$ cat src/hdl/lrpc_pkg.sv
// Shared types, field layouts and constants of the lidar range-to-point converter.
`default_nettype none

package lrpc_pkg;

  localparam int RANGE_W    = 24;
  localparam int DIR_W      = 16;
  localparam int TIME_W     = 32;
  localparam int INT_W      = 8;
  localparam int COORD_W    = 25;
  localparam int STEP_W     = 13;
  localparam int SIZE_W     = 14;
  localparam int ENTRY_W    = 13;
  localparam int PROD_W     = RANGE_W + 1 + DIR_W;
  localparam int CFG_IDX_W  = 3;
  localparam int CFG_DATA_W = 24;
  localparam int IN_DATA_W  = 128;
  localparam int OUT_DATA_W = 120;

  localparam logic [SIZE_W-1:0]  SIZE_RESET   = 14'd8192;
  localparam logic [RANGE_W-1:0] MAX_RANGE_RESET = 24'hFFFFFF;

  // Input beat layout, lowest bit first.
  localparam int IN_ENTRY_LSB = 0;
  localparam int IN_DIRX_LSB  = IN_ENTRY_LSB + ENTRY_W;
  localparam int IN_DIRY_LSB  = IN_DIRX_LSB + DIR_W;
  localparam int IN_DIRZ_LSB  = IN_DIRY_LSB + DIR_W;
  localparam int IN_TIME_LSB  = IN_DIRZ_LSB + DIR_W;
  localparam int IN_RANGE_LSB = IN_TIME_LSB + TIME_W;
  localparam int IN_INT_LSB   = IN_RANGE_LSB + RANGE_W;
  localparam int IN_USED_W    = IN_INT_LSB + INT_W;

  // Output beat layout, lowest bit first.
  localparam int OUT_X_LSB    = 0;
  localparam int OUT_Y_LSB    = OUT_X_LSB + COORD_W;
  localparam int OUT_Z_LSB    = OUT_Y_LSB + COORD_W;
  localparam int OUT_REFL_LSB = OUT_Z_LSB + COORD_W;
  localparam int OUT_TIME_LSB = OUT_REFL_LSB + INT_W;
  localparam int OUT_USED_W   = OUT_TIME_LSB + TIME_W;

  localparam logic CMD_LOAD   = 1'b0;
  localparam logic CMD_SAMPLE = 1'b1;

  localparam logic [CFG_IDX_W-1:0] REG_MIN_RANGE     = 3'd0;
  localparam logic [CFG_IDX_W-1:0] REG_MAX_RANGE     = 3'd1;
  localparam logic [CFG_IDX_W-1:0] REG_SCAN_STEP     = 3'd2;
  localparam logic [CFG_IDX_W-1:0] REG_SAMPLE_STRIDE = 3'd3;
  localparam logic [CFG_IDX_W-1:0] REG_PATTERN_SIZE  = 3'd4;

  typedef struct packed {
    logic               pass;
    logic               last;
    logic [INT_W-1:0]   refl;
    logic [RANGE_W-1:0] range;
  } s1_info_t;

  typedef struct packed {
    logic                      pass;
    logic                      last;
    logic signed [COORD_W-1:0] x;
    logic signed [COORD_W-1:0] y;
    logic signed [COORD_W-1:0] z;
    logic [INT_W-1:0]          refl;
    logic [TIME_W-1:0]         ptime;
  } point_t;

endpackage

`default_nettype wire

$ cat src/hdl/lrpc_point_math.sv
// Multiply, round and saturate stages that turn a range and a direction into a point.
`default_nettype none

module lrpc_point_math #(
  parameter int DIR_FRAC_BITS = 15
) (
  input  wire logic                            clk,
  input  wire logic                            rst_n,
  input  wire logic                            adv,
  input  wire logic                            s1_valid,
  input  wire lrpc_pkg::s1_info_t              s1_info,
  input  wire logic [3*lrpc_pkg::DIR_W-1:0]    dir_word,
  input  wire logic [lrpc_pkg::TIME_W-1:0]     time_word,
  output logic                                 out_valid,
  output lrpc_pkg::point_t                     out_point
);

  localparam int PW = lrpc_pkg::PROD_W;
  localparam int CWD = lrpc_pkg::COORD_W;
  localparam logic [PW:0] RND = (PW + 1)'(1) << (DIR_FRAC_BITS - 1);
  localparam logic signed [PW:0] CMAX = (PW + 1)'((64'd1 << (CWD - 1)) - 64'd1);
  localparam logic signed [PW:0] CMIN = -CMAX - (PW + 1)'(1);

  function automatic logic signed [CWD-1:0] round_sat(input logic signed [PW-1:0] p);
    logic signed [PW:0] s;
    logic signed [PW:0] q;
    s = {p[PW-1], p} + $signed(RND);
    q = s >>> DIR_FRAC_BITS;
    if (q > CMAX) begin
      q = CMAX;
    end else if (q < CMIN) begin
      q = CMIN;
    end
    return q[CWD-1:0];
  endfunction

  logic signed [PW-1:0]           prod_nxt [3];
  logic signed [PW-1:0]           s2_prod_r [3];
  logic                           s2_valid_r;
  logic                           s2_pass_r;
  logic                           s2_last_r;
  logic [lrpc_pkg::INT_W-1:0]     s2_refl_r;
  logic [lrpc_pkg::TIME_W-1:0]    s2_time_r;
  logic                           out_valid_r;
  lrpc_pkg::point_t               out_point_r;

  always_comb begin
    for (int c = 0; c < 3; c++) begin
      prod_nxt[c] = $signed({1'b0, s1_info.range}) *
                    $signed(dir_word[c*lrpc_pkg::DIR_W +: lrpc_pkg::DIR_W]);
    end
  end

  always_ff @(posedge clk) begin
    if (!rst_n) begin
      s2_valid_r  <= 1'b0;
      out_valid_r <= 1'b0;
    end else if (adv) begin
      s2_valid_r  <= s1_valid;
      out_valid_r <= s2_valid_r;
    end
  end

  always_ff @(posedge clk) begin
    if (adv) begin
      s2_prod_r <= prod_nxt;
      s2_pass_r <= s1_info.pass;
      s2_last_r <= s1_info.last;
      s2_refl_r <= s1_info.refl;
      s2_time_r <= time_word;
      out_point_r.pass <= s2_pass_r;
      out_point_r.last <= s2_last_r;
      if (s2_pass_r) begin
        out_point_r.x     <= round_sat(s2_prod_r[0]);
        out_point_r.y     <= round_sat(s2_prod_r[1]);
        out_point_r.z     <= round_sat(s2_prod_r[2]);
        out_point_r.refl  <= s2_refl_r;
        out_point_r.ptime <= s2_time_r;
      end else begin
        out_point_r.x     <= '0;
        out_point_r.y     <= '0;
        out_point_r.z     <= '0;
        out_point_r.refl  <= '0;
        out_point_r.ptime <= '0;
      end
    end
  end

  assign out_valid = out_valid_r;
  assign out_point = out_point_r;

endmodule

`default_nettype wire

$ cat config.mk
export PLATFORM = sky130hd
export DESIGN_NAME = lrpc_point_math
export DESIGN_NICKNAME = d
export VERILOG_FILES = /design/src/hdl/lrpc_pkg.sv /design/src/hdl/lrpc_point_math.sv
export SDC_FILE = /design/constraint.sdc
export NUM_CORES = 2
export LEC_CHECK = 0
export ABC_AREA = 1
export ABC_CLOCK_PERIOD_IN_PS = 4800
export BUFFER_PORTS_ARGS = -buffer_cell sky130_fd_sc_hd__buf_2
export CAP_MARGIN = 20
export CORE_ASPECT_RATIO = 0.8
export CORE_UTILIZATION = 59
export DETAILED_ROUTE_END_ITERATION = 8
export HOLD_SLACK_MARGIN = 0.15
export PLACE_DENSITY = 0.77
export SETUP_SLACK_MARGIN = 0.2
export SLEW_MARGIN = 20
export SYNTH_ARGS = -nofsm -noshare
export SYNTH_HDL_FRONTEND = slang
export SYNTH_SLANG_ARGS = --single-unit
$ cat constraint.sdc
create_clock -name clk -period 4.8 [get_ports clk]
set_input_delay 0 -clock clk [delete_from_list [all_inputs] [get_ports clk]]
set_output_delay 0 -clock clk [all_outputs]
set_load 0.005 [all_outputs]
Word level (Yosys, flattened, before mapping)
Cells that the tools add are included.

word-level totals
  input port bits = 118
  flip-flop bits (word level) = 284
  logic and storage cells = 41
  output and inout port bits = 118

operators by class
  bitwise gates (word level) = 1
  multipliers = 3
  muxes and demuxes = 6
  add/subtract/negate cells = 3
  reduce and logical (&&, ||, !) cells = 3
  order comparisons = 6

operator list
  cell                                                           count
  adder 41 x 16 -> 42 bit (second input constant)                3
  multiplier 25 x 16 -> 41 bit                                   3
  > comparator 27 x 25 -> 1 bit (second input constant)          3
  less-than comparator 27 x 25 -> 1 bit (second input constant)  3
  2-to-1 mux 25 bit                                              3
  2-to-1 mux 24 bit                                              3
  OR reduction 2 bit                                             3
  NOT 1 bit                                                      1

Longest topological paths before layout
  depth after elaboration = 4
  depth in mapped cells = 28
  depth with buffers taken out = 27

Worst setup path after synthesis
OpenSTA, ideal clock, no wires.

  path type = input to register
  start = input s1_info[22] in the netlist's numbering
  end = register s2_prod_r[40] in the netlist's numbering, data pin
  path slack = -0.459 ns
  setup time = 0.253 ns
  stages = 24
  arrival time = 5.006 ns
  required time = 4.547 ns
  path buffers = 2
  path through = clkbuf_1 -> buf_1 -> nand2_1 -> fa_1 -> inv_1 -> fa_1 -> inv_1 -> fa_1 -> inv_1 -> fa_1 -> fa_1 -> inv_1 -> fa_1 -> inv_1 -> ha_1 -> nand2_1 -> nor2_1 -> inv_1 -> nor2_1 -> inv_1 -> nor2_1 -> o21ai_0 -> nand4_1 -> nand2_1

RTL lines
  item                  RTL line               source
  from (decl)           lrpc_point_math.sv:11  input wire lrpc_pkg::s1_info_t s1_info,
  to (signal assigned)  lrpc_point_math.sv:66  s2_prod_r <= prod_nxt;
  to (decl)             lrpc_point_math.sv:38  logic signed [PW-1:0] s2_prod_r [3];

==> metrics.sh <==
NUMBER_OF_FILLERS_IN_THE_FINAL_LAYOUT=5561
PATH_CLASS='input pin to flop'
PLACEDINSTANCEAREA_UM2=58500
MAXSLEWVIOLCOUNT=0
DIE_X_UM=330
YS_ASYNC_SR_FRACTION_PCT=0
SYNTHESIS.INSTANCES=6396
SETUP_REPAIR_AFTER_GLOBAL_ROUTING_MISSED_ITS_MARGIN='yes'
SETUP_VIOL=27
CTS_BUFFERS=26
GRT_PASS1_VIAS=45560
DRT_PRE_ANTENNA_ITERS=8
FINALHOLDVIOLCOUNT=0
DETAILEDPLACEMENTHPWL_UM=118000
FIN_SKEW_NS=0.0340
GRT_OVERFLOW_TOTAL=0
CLOCK_SINKS=242
WIRELENGTH_MET1_UM=60100
AVGROUTEDWIREPERCELL_UM=19.1
NETS_FINISH=8653
CRITICAL_PATH_REQUIRED_NS=5.13
FINAL_CELL_AREA_UM2=64900
PLACE_WS_NS=-0.682
WORST_PIN_SLEW_NS=0.774
ROUTED_VIA_DENSITY=5.40
WIRELENGTH_UM=159000
SYNTH-COMPOUND-AREA-SHARE_PCT=3.54
SYNTH_TOP_FAMILY_BY_AREA='adder cells'
MET3_WIRELENGTH_UM=19900
GLOBAL_ROUTE.USAGE.TOTAL_PCT=34.5
VIAS=45127
DIE_H_UM=264
SYNTH_SIMPLE_GATE_AREA_SHARE_PCT=18.0
DETAIL_ROUTE.DRC_VIOLATIONS=0
VIOLATED_CHECKS='negative setup slack'
GRT_FIRST_PASS_WIRELENGTH_UM=236000
PIN_COUNT_OF_THE_BIGGEST_NET_ENTERING_GLOBAL_ROUTING=71
SYNTH_SEQUENTIAL_AREA_RATIO_PCT=14.3
START_UTIL_PCT=60.0
PORT_BUFFERS=235
MAX_CAP_VIOL_COUNT=0
WORSTSETUPSTARTPOINTTYPE='input pin'
TOP_LAYER_USED='met5'
SYNTH-EDFF-COUNT=240
TIMING.FMAX_MHz=205
CRIT_PATH_MAX_FANOUT=8
SYNTHADDERAREAFRAC_PCT=46.2
WORST_SETUP_HOLD_PATH_CLK_SLEW_NS=0.06
IOPINCOUNT=236
SYNTH-XOR-AREA-SHARE_PCT=2.06
ANTENNA_FOUND_INITIAL=8
YOSYS_MOST_USED_DFF='sky130_fd_sc_hd__edfxtp_1'
DETAILEDROUTE.FIRSTITERATIONVIOLATIONS=4366
CLOCKBUFFERDEPTH=3
WORST_HOLD_SLACK_NS=0.242
SYNTH_MUX_AREA_SHARE_PCT=0
FIN_CRIT_NS=4.87
FIN_CRIT_SH_PCT=101
FINAL_ANTENNA_NET_COUNT=0
DIE_AREA_UM2=87100
YS_SEQ_ELEMENTS=242
H-TREE-DEPTH=1
NUM_ROWS=95
AVGSYNTHCELLAREA_UM2=7.93
FINAL_CORE_UTIL_PCT=76.7
MIN-DELAY-PATH-CLASS='input pin to flop'
STATUS='complete, but fails checks'
NETLIST_AREA_PRE_PLACE_UM2=50700
CLK_ROOT_BUFFER_CELL='sky130_fd_sc_hd__clkbuf_16'
CTS_TREE='yes'
FINALWORSTSETUPSLACK_NS=-0.0703
WORSTSETUPENDPOINTTYPE='flop'
AREA_GROWTH_PCT=27.9
FINALWEIGHTEDCONGESTION=1.01
WL_MET2_UM=71600
TIMING.MAX_SLEW.REL_SLACK_PCT=48.3
CRITICAL_PATH_ARRIVAL_NS=5.20
SYNTHESIS.YOSYS.WARNINGS=0
FLOORPLAN.CORE_AREA_UM2=84500
WORSTSKEWPAIRLATENCY_NS=0.60
SYNTH.LIB_CELLS_USED.DISTINCT=43
DRIVE_GT1_SHARE_PCT=24.8
SYNTHESIS.NETS=7837
==> flip-flops by register name (all words and copies together), names as in the netlist <==
register,flops
s2_valid_r,1
out_valid,1
s2_last_r,1
s2_prod_r,81
s2_time_r,32
s2_pass_r,1
out_point,117
s2_refl_r,8
==> metrics by stage <==
stage               setup TNS [ns]  cells
global placement            -38.82   8065
detailed placement          -43.23   8065
finish                      -0.721   8351
floorplan                  -0.0567   6396
global route                 -5.61   8349
CTS                              0   8241
==> per-layer routing <==
metal  vias to the layer above  GRT usage, %
met5                         -             0
met4                         4          11.4
met3                       576          9.24
met2                      2543          54.0
met1                     21871          46.6
li1                      20133             -
==> cell usage after synthesis, types with 37 or more instances <==
cell	number	area, µm²
sky130_fd_sc_hd__xnor2_1	37	324
sky130_fd_sc_hd__clkbuf_1	179	672
sky130_fd_sc_hd__ha_1	408	5100
sky130_fd_sc_hd__nor2_1	287	1080
sky130_fd_sc_hd__fa_1	915	18300
sky130_fd_sc_hd__xor2_1	82	718
sky130_fd_sc_hd__edfxtp_1	240	7210
sky130_fd_sc_hd__o21ai_0	84	420
sky130_fd_sc_hd__a21oi_1	140	701
sky130_fd_sc_hd__nand4_1	37	231
sky130_fd_sc_hd__inv_1	1886	7080
sky130_fd_sc_hd__nand2_1	1708	6410
sky130_fd_sc_hd__buf_1	45	169
sky130_fd_sc_hd__nor3_1	38	190
sky130_fd_sc_hd__nand3_1	139	696
==> placed cells by master (no fill, tap or decap), types with 56 or more instances in the layout <==
cell type	n
sky130_fd_sc_hd__inv_1	1758
sky130_fd_sc_hd__nand2_1	1521
sky130_fd_sc_hd__fa_1	832
sky130_fd_sc_hd__buf_4	559
sky130_fd_sc_hd__ha_1	343
sky130_fd_sc_hd__edfxtp_1	240
sky130_fd_sc_hd__buf_2	192
sky130_fd_sc_hd__nor2_1	180
sky130_fd_sc_hd__nand2_2	134
sky130_fd_sc_hd__nand3_1	124
sky130_fd_sc_hd__inv_2	122
sky130_fd_sc_hd__dlygate4sd3_1	88
sky130_fd_sc_hd__fa_2	83
sky130_fd_sc_hd__buf_12	77
sky130_fd_sc_hd__xor2_1	70
sky130_fd_sc_hd__nand2_4	63
sky130_fd_sc_hd__ha_4	62
sky130_fd_sc_hd__nor2_4	60
sky130_fd_sc_hd__a21oi_1	56
==> critical path, stage by stage <==
cell and delay (ns):
sky130_fd_sc_hd__buf_12 0.12, sky130_fd_sc_hd__buf_12 0.15, sky130_fd_sc_hd__buf_12 0.14, sky130_fd_sc_hd__buf_16 0.15, sky130_fd_sc_hd__nand2_1 0.06, sky130_fd_sc_hd__inv_1 0.06
sky130_fd_sc_hd__fa_1 0.45, sky130_fd_sc_hd__inv_1 0.11, sky130_fd_sc_hd__fa_2 0.46, sky130_fd_sc_hd__fa_2 0.54, sky130_fd_sc_hd__inv_1 0.06, sky130_fd_sc_hd__fa_2 0.49
sky130_fd_sc_hd__fa_1 0.53, sky130_fd_sc_hd__inv_1 0.06, sky130_fd_sc_hd__fa_1 0.47, sky130_fd_sc_hd__inv_1 0.06, sky130_fd_sc_hd__ha_4 0.26, sky130_fd_sc_hd__a21oi_4 0.25
sky130_fd_sc_hd__o21bai_2 0.13, sky130_fd_sc_hd__a21oi_2 0.20, sky130_fd_sc_hd__nor2_1 0.08, sky130_fd_sc_hd__nor3_2 0.16, sky130_fd_sc_hd__nand2_1 0.07, sky130_fd_sc_hd__nand2_1 0.07
sky130_fd_sc_hd__nand2_1 0.05
==> final cells by class <==
class / count / area (µm²) / share of cell area, %
repair buffers: 1026 / 9300 / 14.3
diodes: 6 / 15.0 / 0.0231
well taps: 1115 / 1400 / 2.15
clock buffers: 28 / 658 / 1.01
clock inverters: 18 / 133 / 0.204
flip-flops and latches: 242 / 7250 / 11.2
inverters: 1887 / 7110 / 11.0
multi-input cells: 4029 / 39000 / 60.1
==> kinds of logic after synthesis <==
logic type / count (synthesis)
xor+xnor: 119
fa+ha+maj: 1323
compound gates: 311
flops: 242
buf+inv: 2125
simple gates: 2276
==> worst paths after layout <==
| check | cells after the start | endpoint | slack (ns) | start |
|---|---|---|---|---|
| hold / removal | 4 | out_valid | 0.24 | rst_n |
| setup / recovery | 25 | s2_prod_r[34] | -0.07 | s1_info[13] |
| setup reg to reg | 8 | out_point[42] | 2.22 | s2_prod_r[22] |
| hold reg to reg | 0 | out_point[115] | 0.41 | s2_last_r |
==> what timing repair did <==
action                                  in CTS  in global routing
buffers inserted                            33                 87
hold buffers                                88                  0
cloned                                       9                 17
endpoints found under the setup margin      73                 81
pin swaps                                  114                351
resized for setup                          219                644
hold endpoints to repair                   109                  0
Power is left out: the tool's default activity adds up to more than one toggle a clock period on the data nets, which glitch-free logic cannot reach.
