**config.mk**
```make
export PLATFORM = sky130hd
export DESIGN_NAME = lrpc_mod_unit
export DESIGN_NICKNAME = d
export VERILOG_FILES = /design/src/hdl/lrpc_mod_unit.sv
export SDC_FILE = /design/constraint.sdc
export NUM_CORES = 1
export LEC_CHECK = 0
export BUFFER_PORTS_ARGS = -buffer_cell sky130_fd_sc_hd__buf_2
export CELL_PAD_IN_SITES_DETAIL_PLACEMENT = 0
export CELL_PAD_IN_SITES_GLOBAL_PLACEMENT = 1
export CORE_AREA = 2 2 132 134
export CTS_BUF_LIST = sky130_fd_sc_hd__clkbuf_2 sky130_fd_sc_hd__clkbuf_4 sky130_fd_sc_hd__clkbuf_8
export DETAILED_ROUTE_END_ITERATION = 12
export DIE_AREA = 0 0 134 136
export HOLD_SLACK_MARGIN = 0.1
export PLACE_DENSITY = 0.91
export SLEW_MARGIN = 20
export SYNTH_ARGS = -nofsm -noshare
export SYNTH_HDL_FRONTEND = slang
export SYNTH_SLANG_ARGS = --single-unit
```
**constraint.sdc**
```tcl
create_clock -name clk -period 3.8 [get_ports clk]
set_input_delay 0.76 -clock clk [delete_from_list [all_inputs] [get_ports clk]]
set_output_delay 0.76 -clock clk [all_outputs]
set_load 0.02 [all_outputs]
```
**src/hdl/lrpc_mod_unit.sv**
```systemverilog
// Bit-serial remainder unit with parallel lanes sharing one divisor.
`default_nettype none

module lrpc_mod_unit #(
  parameter int DW    = 13,
  parameter int AW    = 13,
  parameter int LANES = 4
) (
  input  wire logic                       clk,
  input  wire logic                       rst_n,
  input  wire logic                       start,
  input  wire logic [AW:0]                divisor,
  input  wire logic [LANES-1:0][DW-1:0]   dividend,
  output logic                            busy,
  output logic                            done,
  output logic      [LANES-1:0][AW-1:0]   rem
);

  localparam int CW = $clog2(DW);

  logic                     busy_r;
  logic                     done_r;
  logic [CW-1:0]            cnt_r;
  logic [AW:0]              div_r;
  logic [LANES-1:0][DW-1:0] dvd_r;
  logic [LANES-1:0][AW-1:0] rem_r;
  logic [LANES-1:0][AW-1:0] rem_nxt;

  always_comb begin
    for (int l = 0; l < LANES; l++) begin
      logic [AW:0] trial;
      trial = {rem_r[l], dvd_r[l][DW-1]};
      if (trial >= div_r) begin
        rem_nxt[l] = AW'(trial - div_r);
      end else begin
        rem_nxt[l] = AW'(trial);
      end
    end
  end

  always_ff @(posedge clk) begin
    if (!rst_n) begin
      busy_r <= 1'b0;
      done_r <= 1'b0;
      cnt_r  <= '0;
    end else if (start) begin
      busy_r <= 1'b1;
      done_r <= 1'b0;
      cnt_r  <= CW'(DW - 1);
    end else if (busy_r) begin
      if (cnt_r == '0) begin
        busy_r <= 1'b0;
        done_r <= 1'b1;
      end
      cnt_r <= cnt_r - 1'b1;
    end else begin
      done_r <= 1'b0;
    end
  end

  always_ff @(posedge clk) begin
    if (start) begin
      div_r <= divisor;
      dvd_r <= dividend;
      rem_r <= '0;
    end else if (busy_r) begin
      rem_r <= rem_nxt;
      for (int l = 0; l < LANES; l++) begin
        dvd_r[l] <= {dvd_r[l][DW-2:0], 1'b0};
      end
    end
  end

  assign busy = busy_r;
  assign done = done_r;
  assign rem  = rem_r;

endmodule

`default_nettype wire

```
Word level (Yosys, flattened, before mapping)
Cells that the tools add are included.
- add/subtract/negate cells: 5
- reductions and logical operators: 4
- bitwise gates (word level): 2
- mux-type cells: 11
- order comparisons: 4
- operator list (kind ; number):
    two-way mux 52 bit ; 2
    >= comparator 14 bit ; 4
    two-way mux 13 bit ; 4
    subtractor 13 bit ; 4
    two-way mux 4 bit ; 2
    logical NOT 4 bit ; 1
    subtractor 4 x 1 -> 4 bit, second input constant ; 1
    two-way mux 1 bit ; 3
    OR reduction 3 bit ; 1
    inverter 1 bit ; 2
    nonzero test 2 bit ; 1
    OR reduction 2 bit ; 1
- logic and storage cells: 39
- output and inout bits: 54
- bits of input ports: 69
- flip-flop bits (word level): 124

Logic depth before layout (Yosys ltp)
Gate-level depths: netlist of the first run.
- depth after elaboration: 4
- depth in mapped cells: 11
- mapped depth without buffers: 10

Worst setup path after synthesis of the first run
OpenSTA, ideal clock, no wires.
- path kind: input-to-reg
- from: in start
- to: reg dvd_r[0] in the netlist's numbering (enable)
- arrival: 2.328 ns
- stages on the path: 4
- buffers on the path: 2
- slack: 1.064 ns
- path through: clkbuf_1 -> nor2_1 -> clkbuf_1 -> inv_1
- word-level cells in the longest chain between the ends: 1
- RTL lines (what ; line ; text):
    start, declared ; 11 ; input wire logic start,
    nonzero test 2 bit (no line) ; -- ;
    end signal, assigned ; 64 ; dvd_r <= dividend;
    end signal, assigned by index ; 69 ; dvd_r[l] <= {dvd_r[l][DW-2:0], 1'b0};
    end, declared ; 25 ; logic [LANES-1:0][DW-1:0] dvd_r;
Every way passes these cells.
A chain may end at the register's enable or synchronous reset.

Worst setup path in the final report of the first run
- from: reg div_r[0]
- to: reg rem_r, in the netlist rem[13]
- word-level cells in the longest chain between the ends: 2
- elaborated cells between the ends (all ways): 3
- classes of those cells: add/sub: 1; order compare: 1; mux: 1
- RTL lines (what ; line ; text):
    start, declared ; 24 ; logic [AW:0] div_r;
    start signal, assigned ; 63 ; div_r <= divisor;
    subtractor 13 bit or >= comparator 14 bit (tied branches) ; 34, 33 ;
    two-way mux 13 bit (*) ; 33 ; if (trial >= div_r) begin
    end signal, assigned ; 67 ; rem_r <= rem_nxt;
    end, declared ; 26 ; logic [LANES-1:0][AW-1:0] rem_r;
Every way passes the cells marked *; elsewhere a longest branch is shown, timed or not.

==> results.cfg, run 1 <==
[job]
cap_violations = 0

[drt]
routed_wl_um = 19600
routedWlPerCell_um = 17.5
drtAntennaViolNets = 0
drcViolationCount = 0
post_drt_via_cell_ratio = 5.54
firstDrtPassIters = 5
vias = 6215
drtIter0Drc = 352

[sta]
period_minus_slack_ns = 3.08
fin_tns_setup_ns = 0
slew_violations = 0
setup_viol = 0
rsz0062_at_grt = no
fmax_mhz = 324
finalCritPeriodShare_pct = 81.2
slew_headroom_pct = 52.9
hold_viol = 0
tightest_slew_ns = 0.706
clock_skew_ns = 0.0131

[global_routing]
antenna_found_initial = 1
grt_pass1_vias = 5929
grt_pass1_wl_um = 30900
grt_usage_pct = 22.0
grt_max_degree = 55
overflow = 0

[worst_hold_path]
min_path_cells = 1
hp-start = divisor[2]
hp-class = in2reg
hold_end = div_r[2]$_DFFE_PP_

[critical_path]
cp.required_ns = 4.16
worstPathArrival_ns = 3.45
startpoint_type = flip-flop
cpLargestDelayFamily = simple AND/OR/NAND/NOR gates
path_buf_inv = 0
reg2reg_depth = 9
criticalPathCategory = reg2reg
critPathMaxFanout = 17
critPathMaxStageDelay_ns = 0.47
r2r-start = div_r[0]$_DFFE_PP_
regToRegSetupSlack_ns = 0.72
cp_cell_sequence = ha_1 -> fa_1 -> nand2b_1 -> a21oi_1 -> o311ai_0 -> nand3_1 -> nand2_1 -> mux2_2 -> a211oi_1
cp_slowest_cell = edfxtp_1
r2r-end = rem[13]$_SDFFE_PP0P_
crit_path_end_kind = flip-flop

[pwr]
p_int_w = 0.00262
p_total_w = 0.00365
leakagePower_nw = 3.78
clkPwrFrac_pct = 36.3
p_switching_w = 0.00103
ir_worst_vdd_uv = 270
p_seq_share_pct = 43.4
power_density_mw_per_mm2 = 412
swShare_pct = 28.2
combPwrFrac_pct = 20.4

[final_layout]
finalNetCount = 1017
area_growth_pct = 17.0
fin_util_pct = 52.6
drive_above_1_share_pct = 24.8
nFillCells = 1527
diodes = 0

[synthesis]
synthArstFlopShare_pct = 0
synth_cells = 764
synth.area.top_cells = edfxtp_1, dfxtp_1, ha_1, mux2_2, o21ai_0
yosys_warnings = 0
post_synth.cell_area_avg_um2 = 9.93
synth_area_mm2 = 0.00758
synth.largest_area_cell = edfxtp_1
synth.top_cell.area_share_pct = 26.1
syn_nets = 895
yosysUniqueCellTypes = 59
ys_seq_area_share_pct = 41.4
ys_ff_latch = 124
synth_edf_count = 66
ys.flop_type = edfxtp_1

[floorplan]
row_count = 48
core-area_mm2 = 0.0169
die_h_um = 136
ioPinCount = 123
start_util_pct = 44.9
die_w_um = 134
die_area_mm2 = 0.0182

[clock_tree]
cts.sinks = 124
h-tree-depth = 4
cts_resized = 0
clk_pin_slew_worst_paths_ns = 0.08
numCtsBuffers = 17
cts_tree = built
clkLatencyLatePin_ns = 0.46
root_buffer = clkbuf_8
post_cts_buffers = 0
cts_buffer_depth = 2
cts_hold_buf = 0

[placement]
dp_hpwl_um = 13900
gp_congestion = 0.916
io_buffers = 122

[outcome]
status = finished, final reports clean
==> power groups by stage <==
stage / clock network, W / registers (W) / logic [W]
after floorplan: 0 / 0.00163 / 0.000510
after global placement: 0 / 0.00161 / 0.000728
after detailed placement: 0 / 0.00161 / 0.000736
after CTS: 0.00135 / 0.00159 / 0.000741
after global routing: 0.00140 / 0.00160 / 0.000821
final: 0.00132 / 0.00158 / 0.000745
==> cell type report <==
cell class / instances / area [um2] / area share (%)
multi-input cells: 578 / 4200 / 47.4
flip-flops and latches: 124 / 3140 / 35.4
repair buffers: 131 / 681 / 7.67
well taps: 225 / 282 / 3.17
clock buffers: 18 / 241 / 2.72
clock inverters: 11 / 195 / 2.20
inverters: 34 / 128 / 1.44
==> cells by family (layout without fill, tap and decap cells) <==
group	Yosys count	in the layout	share of synthesized area (%)
AOI/OAI and AO/OA	196	196	17.2
xor gates and xnor gates	34	34	3.93
adders and majority gates	62	62	10.6
buffers and inverters	62	194	3.15
DFF	124	124	41.4
muxes	72	72	10.3
and+or+nand+nor	214	214	13.3
==> state kept, by name, summed over array words and instances (netlist names) <==
name / cells
busy: 1
dvd_r: 52
done: 1
rem: 52
div_r: 14
cnt_r: 4
==> worst max-delay path by stage <==
| stage | cells after the start | endpoint | slack [ns] | start |
|---|---|---|---|---|
| 2_1_floorplan | 4 | dvd_r[0]$_SDFFCE_PN0P_ | 1.06 | start |
| 4_1_cts | 9 | rem[13]$_SDFFE_PP0P_ | 0.72 | div_r[3]$_DFFE_PP_ |
| 3_3_place_gp | 9 | rem[13]$_SDFFE_PP0P_ | 0.87 | div_r[0]$_DFFE_PP_ |
| 6_report | 9 | rem[13]$_SDFFE_PP0P_ | 0.72 | div_r[0]$_DFFE_PP_ |
| 3_5_place_dp | 9 | rem[13]$_SDFFE_PP0P_ | 0.75 | div_r[3]$_DFFE_PP_ |
| 5_1_grt | 9 | rem[13]$_SDFFE_PP0P_ | 0.46 | div_r[0]$_DFFE_PP_ |
==> metrics by stage <==
stage	hold WS [ns]	worst slack (ns)	std cells	area (um2)
after global routing	0.439	0.464	1121	8870
after detailed placement	0.479	0.751	1092	8440
after CTS	0.445	0.722	1121	8870
final	0.475	0.715	1121	8870
after floorplan	0.468	1.06	764	7580
after global placement	0.476	0.872	1092	8440
==> cell usage after synthesis, drive strengths merged, types with 21 or more instances <==
cell type and n:
a21oi 40, clkbuf 23, dfxtp 58, edfxtp 66, ha 58, inv 34, mux2 50, mux2i 22
nand2 54, nor2 68, o21ai 51, xnor2 21
==> per-layer routing <==
metal / wire length, um / up-vias / track usage, % / share of wire [%]
met5: 11 / - / 0 / 0.056
met4: 361 / 2 / 7.57 / 1.8
met3: 1740 / 25 / 8.35 / 8.9
met2: 8730 / 205 / 34.7 / 45
met1: 8740 / 2902 / 27.8 / 45
li1: - / 3081 / - / -
==> layout by cell type (no fill, tap or decap), types with 21 or more instances in the layout <==
master / n
o21ai_0: 50
nor2_1: 67
ha_1: 58
edfxtp_1: 66
nand2_1: 54
mux2i_1: 22
mux2_2: 50
buf_2: 121
a21oi_1: 40
dfxtp_1: 57
xnor2_1: 21
inv_1: 33
(Power assumes the default switching activity.)
==> inputs of run 2 (changes only) <==
--- a/config.mk
+++ b/config.mk
@@ -8,12 +8,12 @@
 export BUFFER_PORTS_ARGS = -buffer_cell sky130_fd_sc_hd__buf_2
 export CELL_PAD_IN_SITES_DETAIL_PLACEMENT = 0
 export CELL_PAD_IN_SITES_GLOBAL_PLACEMENT = 1
-export CORE_AREA = 2 2 132 134
+export CORE_AREA = 2 2 140 142
 export CTS_BUF_LIST = sky130_fd_sc_hd__clkbuf_2 sky130_fd_sc_hd__clkbuf_4 sky130_fd_sc_hd__clkbuf_8
 export DETAILED_ROUTE_END_ITERATION = 12
-export DIE_AREA = 0 0 134 136
+export DIE_AREA = 0 0 142 144
 export HOLD_SLACK_MARGIN = 0.1
-export PLACE_DENSITY = 0.91
+export PLACE_DENSITY = 0.86
 export SLEW_MARGIN = 20
 export SYNTH_ARGS = -nofsm -noshare
 export SYNTH_HDL_FRONTEND = slang
==> constraint.sdc (replaced) <==
create_clock -name clk -period 2.5 [get_ports clk]
set_input_delay 0.5 -clock clk [delete_from_list [all_inputs] [get_ports clk]]
set_output_delay 0.5 -clock clk [all_outputs]
set_load 0.02 [all_outputs]
==> results.cfg, run 2 (same netlist as run 1, synthesis figures left out) <==
[critical_path]
startpoint_type = flip-flop
critPathMaxFanout = 7
criticalPathCategory = reg2reg
crit_path_end_kind = flip-flop
worstPathArrival_ns = 2.90
regToRegSetupSlack_ns = -0.03
cp.required_ns = 2.87

[pwr]
p_seq_share_pct = 41.2
p_switching_w = 0.00169
clkPwrFrac_pct = 35.8
p_total_w = 0.00583
ir_worst_vdd_uv = 425
swShare_pct = 28.9
power_density_mw_per_mm2 = 605
combPwrFrac_pct = 23.0
leakagePower_nw = 4.17
p_int_w = 0.00415

[sta]
slew_headroom_pct = 53.1
fmax_mhz = 395
fin_hold_ws_ns = 0.224
clock_skew_ns = 0.0131
fin_tns_setup_ns = -0.0986
period_minus_slack_ns = 2.53
hold_viol = 0
finalCritPeriodShare_pct = 101
tightest_slew_ns = 0.704
rsz0062_at_grt = yes
setup_viol = 4
worst_slack_ns = -0.0304
slew_violations = 0

[outcome]
status = finished, violations left
violations = negative setup slack

[global_routing]
antenna_found_initial = 2
overflow = 0
grt_pass1_vias = 6244
grt_pass1_wl_um = 32500
grt_usage_pct = 20.6
grt_max_degree = 75

[drt]
routed_wl_um = 20800
drtAntennaViolNets = 0
drcViolationCount = 0
drtIter0Drc = 282
vias = 6541
routedWlPerCell_um = 17.2
firstDrtPassIters = 4
post_drt_via_cell_ratio = 5.41

[final_layout]
finalNetCount = 1088
final_area_mm2 = 0.00965
area_growth_pct = 27.2
final_common_cell = buf_2
final_cell_mix = buf_2, buf_4, nor2_1
fin_util_pct = 50.6
drive_above_1_share_pct = 33.4

[clock_tree]
cts.sinks = 124
clk_pin_slew_worst_paths_ns = 0.08
h-tree-depth = 4
numCtsBuffers = 17
clkLatencyLatePin_ns = 0.45
cts_buffer_depth = 2
cts_tree = built
root_buffer = clkbuf_8

[placement]
dp_hpwl_um = 15000
place_area_mm2 = 0.00896
gp_congestion = 0.883
io_buffers = 122

[floorplan]
die_h_um = 144
start_util_pct = 39.7
row_count = 51
die_w_um = 142
ioPinCount = 123
core-area_mm2 = 0.0191
die_area_mm2 = 0.0204

[job]
cap_violations = 0

[worst_hold_path]
hp-class = in2reg
## run 2: changes by cell type in the layout (fill, tap and decap cells not counted), moves of 5 or more
| cell | delta |
|---|---|
| buf_4 | +63 |
| o21ai_0 | -9 |
| o21ai_1 | +9 |
| buf_6 | +5 |
## run 2: through the flow
stage	std cells	setup slack [ns]
finish	1209	-0.0304
global route	1208	-0.138
CTS	1201	-0.0618
detailed placement	1165	-0.118
global placement	1165	-0.0615
floorplan	764	-0.0730
## run 2: layout make-up
cell class | instances | area, um2
Inverter | 34 | 128
Sequential cell | 124 | 3150
Clock buffer | 18 | 241
Clock inverter | 14 | 218
Timing Repair Buffer | 202 | 1250
Antenna cell | 1 | 2.50
Fill cell | 1745 | 9430
Tap cell | 238 | 298
Multi-Input combinational cell | 578 | 4360
## run 2: power by group through the flow
stage	logic [W]	registers (W)	clock network, W
6_report	0.00134	0.00240	0.00209
5_1_grt	0.00147	0.00242	0.00222
4_1_cts	0.00128	0.00241	0.00213
3_5_place_dp	0.00126	0.00245	0
3_3_place_gp	0.00124	0.00244	0
2_1_floorplan	0.000783	0.00247	0
## run 2: worst max-delay path: stages (launching register included)
cell,delay [ns]
edfxtp_1,0.43
buf_4,0.16
buf_4,0.13
fa_2,0.36
nor2b_2,0.15
o31a_1,0.15
nor3_1,0.06
o31ai_2,0.30
a31oi_4,0.19
mux2_2,0.32
a211oi_2,0.20
## run 2: layer usage
metal	vias up	GRT usage [%]	share of wire, %
li1	3235	-	-
met1	3068	26.5	46
met2	202	32.6	44
met3	34	6.95	7.8
met4	2	6.84	2.0
met5	-	0	0.053
## run 2: worst paths after layout
check        cells past startpoint                  from                    to
min reg2reg                      2  rem[25]$_SDFFE_PP0P_  rem[25]$_SDFFE_PP0P_
max reg2reg                     10    div_r[1]$_DFFE_PP_   rem[0]$_SDFFE_PP0P_
min                              1            divisor[6]    div_r[6]$_DFFE_PP_
max                             10    div_r[1]$_DFFE_PP_   rem[0]$_SDFFE_PP0P_
## run 2: what timing repair did
| item | in CTS | in global routing |
|---|---|---|
| setup buffers | 4 | 7 |
| hold buffers | 0 | 0 |
| pin swaps | 3 | 18 |
| cloned | 0 | 1 |
| endpoints found under the setup margin | 24 | 50 |
| gates resized for setup | 11 | 34 |
